===== config.mk =====
export PLATFORM = sky130hd
export DESIGN_NAME = ctt_front
export DESIGN_NICKNAME = d
export VERILOG_FILES = /design/src/design/ctt_pkg.sv /design/src/design/ctt_front.sv
export VERILOG_INCLUDE_DIRS = /design/src /design/src/design
export SDC_FILE = /design/constraint.sdc
export NUM_CORES = 1
export LEC_CHECK = 0
export ABC_AREA = 1
export BUFFER_PORTS_ARGS = -buffer_cell sky130_fd_sc_hd__buf_2
export CAP_MARGIN = 20
export CORE_MARGIN = 1.5
export CORE_UTILIZATION = 35
export CTS_CLUSTER_DIAMETER = 200
export DETAILED_ROUTE_END_ITERATION = 10
export PLACE_DENSITY_LB_ADDON = 0.2
export SYNTH_ARGS = -nofsm -noshare
export SYNTH_HDL_FRONTEND = slang
export SYNTH_SLANG_ARGS = --single-unit
export TNS_END_PERCENT = 100

===== constraint.sdc =====
create_clock -name clk -period 14.9 [get_ports clk]
set_input_delay 1.49 -clock clk [delete_from_list [all_inputs] [get_ports clk]]
set_output_delay 1.49 -clock clk [all_outputs]
set_load 0.05 [all_outputs]

===== src/design/clustered_transposition_table_macros.svh =====
// Assertion macros shared by the transposition table modules.
// Every macro samples on clk and is disabled while arst_n is low.
`ifndef CLUSTERED_TRANSPOSITION_TABLE_MACROS_SVH
`define CLUSTERED_TRANSPOSITION_TABLE_MACROS_SVH

// Same-cycle implication.
`define CTT_ASSERT_IMPLY(label, ante, cons, msg) \
	label: assert property (@(posedge clk) disable iff (!arst_n) (ante) |-> (cons)) \
		else $error(msg);

// Next-cycle implication.
`define CTT_ASSERT_NEXT(label, ante, cons, msg) \
	label: assert property (@(posedge clk) disable iff (!arst_n) (ante) |=> (cons)) \
		else $error(msg);

`endif


===== src/design/ctt_pkg.sv =====
// Shared types and sizes for the clustered transposition table.
// No dependencies; imported by the front, back and top level.
package ctt_pkg;

	// Set count is a power of two: the set index is the low hash bits.
	localparam int SET_W   = 12;
	localparam int SETS    = 1 << SET_W;
	localparam int WAYS    = 4;
	localparam int WAY_W   = (WAYS > 1) ? $clog2(WAYS) : 1;
	localparam int MODE_W  = 2;
	localparam int HASH_W  = 64;
	localparam int KEY_W   = 64;
	localparam int SCORE_W = 16;
	localparam int DEPTH_W = 8;
	localparam int FLAG_W  = 2;
	localparam int OUT_W   = 3;

	// Operation class decided by the front
	typedef enum logic [1:0] {
		OP_PROBE = 2'd0,
		OP_STORE = 2'd1,
		OP_CLEAR = 2'd2,
		OP_NOP   = 2'd3
	} op_t;

	typedef enum logic [OUT_W-1:0] {
		OUT_MISS     = 3'd0,
		OUT_HIT      = 3'd1,
		OUT_UPDATED  = 3'd2,
		OUT_KEPT     = 3'd3,
		OUT_FILLED   = 3'd4,
		OUT_REPLACED = 3'd5,
		OUT_CLEARED  = 3'd6
	} outcome_t;

	typedef struct packed {
		op_t                       op;
		logic [HASH_W-1:0]         hash;
		logic [KEY_W-1:0]          key;
		logic signed [SCORE_W-1:0] score;
		logic [DEPTH_W-1:0]        depth;
		logic [FLAG_W-1:0]         flag;
	} item_t;

	// Queue head towards the back
	typedef struct packed {
		logic  valid;
		item_t item;
	} fb_t;

	// Back status towards the front
	typedef struct packed {
		logic pop;
		logic init;
	} bf_t;

	typedef struct packed {
		logic [HASH_W-1:0]         hash;
		logic [KEY_W-1:0]          key;
		logic signed [SCORE_W-1:0] score;
		logic [DEPTH_W-1:0]        depth;
		logic [FLAG_W-1:0]         flag;
	} slot_t;

	typedef slot_t [WAYS-1:0] row_t;

endpackage


===== src/design/ctt_front.sv =====
// Front of the transposition table: takes command beats, classifies the
// mode and holds them in a two-entry queue for the back. Uses ctt_pkg.
`include "clustered_transposition_table_macros.svh"

module ctt_front import ctt_pkg::*; (
	input  logic                      clk,
	input  logic                      arst_n,
	input  logic                      start,
	output logic                      busy,
	input  logic [MODE_W-1:0]         mode,
	input  logic [HASH_W-1:0]         lookup_hash,
	input  logic [KEY_W-1:0]          board_key,
	input  logic signed [SCORE_W-1:0] new_score,
	input  logic [DEPTH_W-1:0]        new_depth,
	input  logic [FLAG_W-1:0]         new_flag,
	output fb_t                       fb,
	input  bf_t                       bf
);

	typedef enum logic [MODE_W-1:0] {
		MODE_PROBE = 2'd0,
		MODE_STORE = 2'd1,
		MODE_CLEAR = 2'd2
	} mode_t;

	item_t      in_item;
	item_t      q_mem [2];
	logic       wr_ptr_q;
	logic       rd_ptr_q;
	logic [1:0] count_q;
	logic       full;
	logic       push;

	// Classify the incoming beat; the spare mode code becomes a no-op
	always_comb begin
		in_item.hash  = lookup_hash;
		in_item.key   = board_key;
		in_item.score = new_score;
		in_item.depth = new_depth;
		in_item.flag  = new_flag;
		unique case (mode)
			MODE_PROBE: in_item.op = OP_PROBE;
			MODE_STORE: in_item.op = OP_STORE;
			MODE_CLEAR: in_item.op = OP_CLEAR;
			default:    in_item.op = OP_NOP;
		endcase
	end

	// Handshake: no beats while full or while the table is being wiped after reset
	assign full = (count_q == 2'd2);
	assign busy = full || bf.init;
	assign push = start && !busy;

	// Queue pointers and fill count
	always_ff @(posedge clk or negedge arst_n) begin
		if (!arst_n) begin
			wr_ptr_q <= 1'b0;
			rd_ptr_q <= 1'b0;
			count_q  <= 2'd0;
		end else begin
			if (push)
				wr_ptr_q <= ~wr_ptr_q;
			if (bf.pop)
				rd_ptr_q <= ~rd_ptr_q;
			unique case ({push, bf.pop})
				2'b10:   count_q <= count_q + 2'd1;
				2'b01:   count_q <= count_q - 2'd1;
				default: count_q <= count_q;
			endcase
		end
	end

	// Queue payload
	always_ff @(posedge clk) begin
		if (push)
			q_mem[wr_ptr_q] <= in_item;
	end

	assign fb.valid = (count_q != 2'd0);
	assign fb.item  = q_mem[rd_ptr_q];

	`CTT_ASSERT_IMPLY(a_no_pop_when_empty, bf.pop, count_q != 2'd0, "pop from empty queue")
	`CTT_ASSERT_IMPLY(a_count_in_range, 1'b1, count_q != 2'd3, "queue count overflow")
	`CTT_ASSERT_NEXT(a_count_holds, !push && !bf.pop, $stable(count_q), "queue count drifted")

endmodule


# ---- Yosys cells after proc, flatten, opt, wreduce, memory -nomap -nowiden
# Memory sizes are Yosys's and may differ from the RTL's.
# Cells that the tools add are included.
dict set report totals {
  regBits 4
  latchBits 0
  mem_bits_rw 312
  romBits 0
  inputBits 161
  output_inout_bits 158
  wordCells 23
  n_memories 1
}
# memory words width read_ports rd_ports_with_merged_regs wr line_no
set memory_table {}
lappend memory_table {q_mem 2 156 1 0 1 ctt_front.sv:27} ;# item_t q_mem [2];
dict set report classes {
  n_addsub 2
  n_mul 0
  n_div 0
  magnitude_cmp 0
  eq_ne 5
  n_shift 0
  mux 4
  bitwise_logic 2
  reduce_logical 6
}
# operator n
set op_table {}
lappend op_table {{2-bit equality test (second input constant)} 3}
lappend op_table {{2-bit one-hot mux with 3 select lines} 1}
lappend op_table {{2-bit by 1-bit equality test with 1-bit output (second input constant)} 2}
lappend op_table {{2-bit one-hot mux with 2 select lines} 1}
lappend op_table {{2-bit nonzero test} 2}
lappend op_table {{2-bit by 1-bit adder with 2-bit output (second input constant)} 1}
lappend op_table {{2-bit logical NOT} 1}
lappend op_table {{1-bit two-way mux} 2}
lappend op_table {{1-bit NOT} 2}
lappend op_table {{2-bit by 1-bit subtractor with 2-bit output (second input constant)} 1}
lappend op_table {{1-bit logical AND} 1}
lappend op_table {{1-bit logical NOT} 1}
lappend op_table {{1-bit logical OR} 1}

# ---- Depth between registers and ports, before layout
dict set report depth {
  depth_word 6
  depth_mapped 9
  ltp_nobuf 9
}

# ---- Worst setup path after synthesis
# OpenSTA, ideal clock, no wires.
dict set report synth_timing {
  kind {input port to flip-flop}
  start {input port bf[0] (netlist bit)}
  end {memory q_mem[1][0] (netlist bit) (enable)}
  setup_ns 0.674
  arrival_ns 8.163
  t_required_ns 14.226
  path_slack_ns 6.063
  stages 3
  path_buffers 0
  path_cell_list {inv_1 -> nand3_1 -> nor2_1}
}
dict set report synth_via {
  elab_chain_cells 5
}
# item line_no
set synth_rtl {}
lappend synth_rtl {{from (decl)} ctt_front.sv:17} ;# input bf_t bf
lappend synth_rtl {{1-bit logical OR} ctt_front.sv:51} ;# assign busy = full || bf.init;
lappend synth_rtl {{1-bit logical NOT} ctt_front.sv:52} ;# assign push = start && !busy;
lappend synth_rtl {{1-bit logical AND} ctt_front.sv:52}
lappend synth_rtl {{1-bit two-way mux} ctt_front.sv:75} ;# if (push)
lappend synth_rtl {{1-bit two-way mux (implied by the code)} ctt_front.sv:76} ;# q_mem[wr_ptr_q] <= in_item;
lappend synth_rtl {{to (decl)} ctt_front.sv:27}
# No other way between the ends.

==> run metrics <==
largest net degree at the start of global routing roughly 100; Max Cap Viol 0; Cell Count, Final, Fillers Out roughly 1700; syn avg cell area approximately 14 um2; worst-margin pin slew 1.02 ns; final critical-path share of the clock period 0.321; Net Sw Frac 0.445; drt pass-1 iters 4; clk_skew between 0.01 and 0.015 ns; part of the power in registers 0.351; GPL Wtd Cong about 0.73; fill count 3189; Vias/cell approximately 4.3; Worst-path clk slew 0.05 ns; Layout Utilization 0.439; Initial Util 0.353; DR WL/cell roughly 15 um; DRC viols 0; most frequent cells in the layout buf_2 (318), edfxtp_1 (312), nand2_1 (165); synthesized area 0.0121 mm2; setup bufs post-CTS 0; hold_buf cts 0; Final WS setup 10.11 ns; clk root buf clkbuf_16; #FFs+latches synth approximately 320; worst path required time approximately 13 ns; Rel. slew slack 0.319; IO Port Bufs between 300 and 400; Min-Delay Path Class reg2reg; CP Capture Type primary output; cts bufs inserted 36; die footprint ~0.036 mm2; Cells after DPL 1587; initial antenna violation count 6; synth warn 0; Clock power frac 0.236; I/O pins 319; slowest CP cell dfrtp_4; crit path cell chain buf_4, buf_4, buf_16, nand2_1, o21ai_1, buf_2; Clock Sinks between 300 and 400; VDD IR max approximately 0.00013 V; Worst Path Buf+Inv 4; first-pass GRT wire length 37800 um; combinational share of power 0.413; Fin Setup TNS 0 ns; core box area between 0.03 and 0.04 mm2; clk_lat worst skew just under 0.5 ns; Final Slew Violations 0; largest fanout on the critical path 88; Seq/Total Area, Yosys 0.779; via count slightly above 7000; final WL 24200 um; clk buf depth 3; Synth cell types 17; Critical Path Start Type flip-flop; vias in the first global route ~7000; Congestion Overflow GR 0; Synth Net Count between 1000 and 1500; CTS H-tree depth 2; Period minus WS final ~4.8 ns; setup slack at placement just over 10 ns; Die H approximately 190 um; P_int about 0.0018 W; CP arrival ~3.3 ns; cell mode on critical path buf_4; RSZ-0062 raised after global routing no; type of the worst setup path reg2out; number of setup violations in the final report 0; ANT nets after route 0; Area growth, synth to finish 24.3%; commonest non-fill, non-tap cell in the layout buf_2; outcome finished, final reports clean; layout cells sized above 1 0.368; Fmax between 200 and 250 MHz; Post-DP HPWL around 16000 um; row count between 60 and 70; Mapped Cells between 800 and 900; family with the most delay on the worst path buffers and inverters; Pleak approximately 6.3 nW; PD cells 218 mW/mm2; Hold Fails Final Rpt 0; nets roughly 1300; Net Sw Power 0.00146 W; initial drt markers 376; Die W between 150 and 200 um; slowest stage delay, CP about 0.86 ns; Total GRT Usage 0.135; post_cts resized 0; CTS tree yes
-- registers in the layout, summed over array words and instances, names as in the netlist --
register  flops
q_mem       312
count_q       2
wr_ptr_q      1
rd_ptr_q      1
-- synthesized netlist by cell type, drive strengths merged --
cell | number | area, um2
edfxtp | 312 | 9370
nand2 | 165 | 619
inv | 163 | 612
o21ai | 156 | 1040
buf | 31 | 334
clkbuf | 6 | 22.5
dfrtp | 4 | 100
nand3 | 2 | 10.0
nand4 | 2 | 12.5
ha | 1 | 12.5
nor2 | 1 | 3.75
xnor2 | 1 | 8.76
xor2 | 1 | 8.76
-- power by group through the flow --
stage               Sequential, W  Clock, W  Combinational [W]
CTS                       0.00116  0.000802            0.00137
detailed placement        0.00117         0            0.00137
global placement          0.00117         0            0.00136
finish                    0.00115  0.000776            0.00136
global route              0.00117  0.000840            0.00145
floorplan                 0.00116         0            0.00115
-- cell families (layout without fill, tap and decap cells) --
kind of cell	after synthesis	after routing	synth area share
xor gates and xnor gates	2	2	0.00144
adders and majority gates	1	1	0.00103
and+or+nand+nor	170	170	0.0531
buffers and inverters	200	552	0.0797
AOI/OAI and AO/OA	156	156	0.0853
other	0	4	0
DFF	316	316	0.779
-- path summary, 6_finish.rpt --
kind                                        start                     end  slack [ns]  depth (start not counted)
max                          rd_ptr_q$_DFFE_PN0P_                 fb[133]       10.11                          6
min                          wr_ptr_q$_DFFE_PN0P_    wr_ptr_q$_DFFE_PN0P_        0.48                          2
max reg2reg                count_q[0]$_DFFE_PN0P_  q_mem[0][31]$_DFFE_PP_       12.05                          5
min reg2reg                  wr_ptr_q$_DFFE_PN0P_    wr_ptr_q$_DFFE_PN0P_        0.48                          2
max in group asynchronous                  arst_n    rd_ptr_q$_DFFE_PN0P_       13.98                          1
min in group asynchronous                  arst_n    rd_ptr_q$_DFFE_PN0P_        0.79                          1
-- final cells by class --
| class | count | area, um2 | share of cell area |
|---|---|---|---|
| antenna | 4 | 10.0 | 0.000663 |
| clock buffer | 42 | 945 | 0.0626 |
| clock inverter | 22 | 101 | 0.00671 |
| inverter | 163 | 617 | 0.0409 |
| multi-input combinational | 329 | 1720 | 0.114 |
| sequential | 316 | 9470 | 0.627 |
| tap | 455 | 569 | 0.0377 |
| timing repair buffer | 325 | 1660 | 0.110 |
-- per-layer routing --
layer	wire [um]	vias up	track usage
met2	11500	231	0.217
met3	2220	46	0.0500
met4	536	4	0.0440
li1	-	3545	-
met5	22	-	0
met1	9940	3248	0.169
-- worst register-to-register path, cell delays in order (launching register included) --
cell	delay, ns
dfrtp_1	0.38
inv_1	0.08
nand2_1	0.11
nand4_1	0.20
inv_6	0.66
buf_4	0.99
-- metrics by stage --
stage / area, um2 / hold slack (ns) / power (W)
2_1_floorplan: 12100 / 0.442 / 0.00231
6_report: 15100 / 0.480 / 0.00329
3_5_place_dp: 14000 / 0.474 / 0.00254
3_3_place_gp: 14000 / 0.459 / 0.00253
5_1_grt: 15100 / 0.509 / 0.00345
4_1_cts: 15100 / 0.488 / 0.00333
No activity file was read; power rests on OpenSTA's default activity.
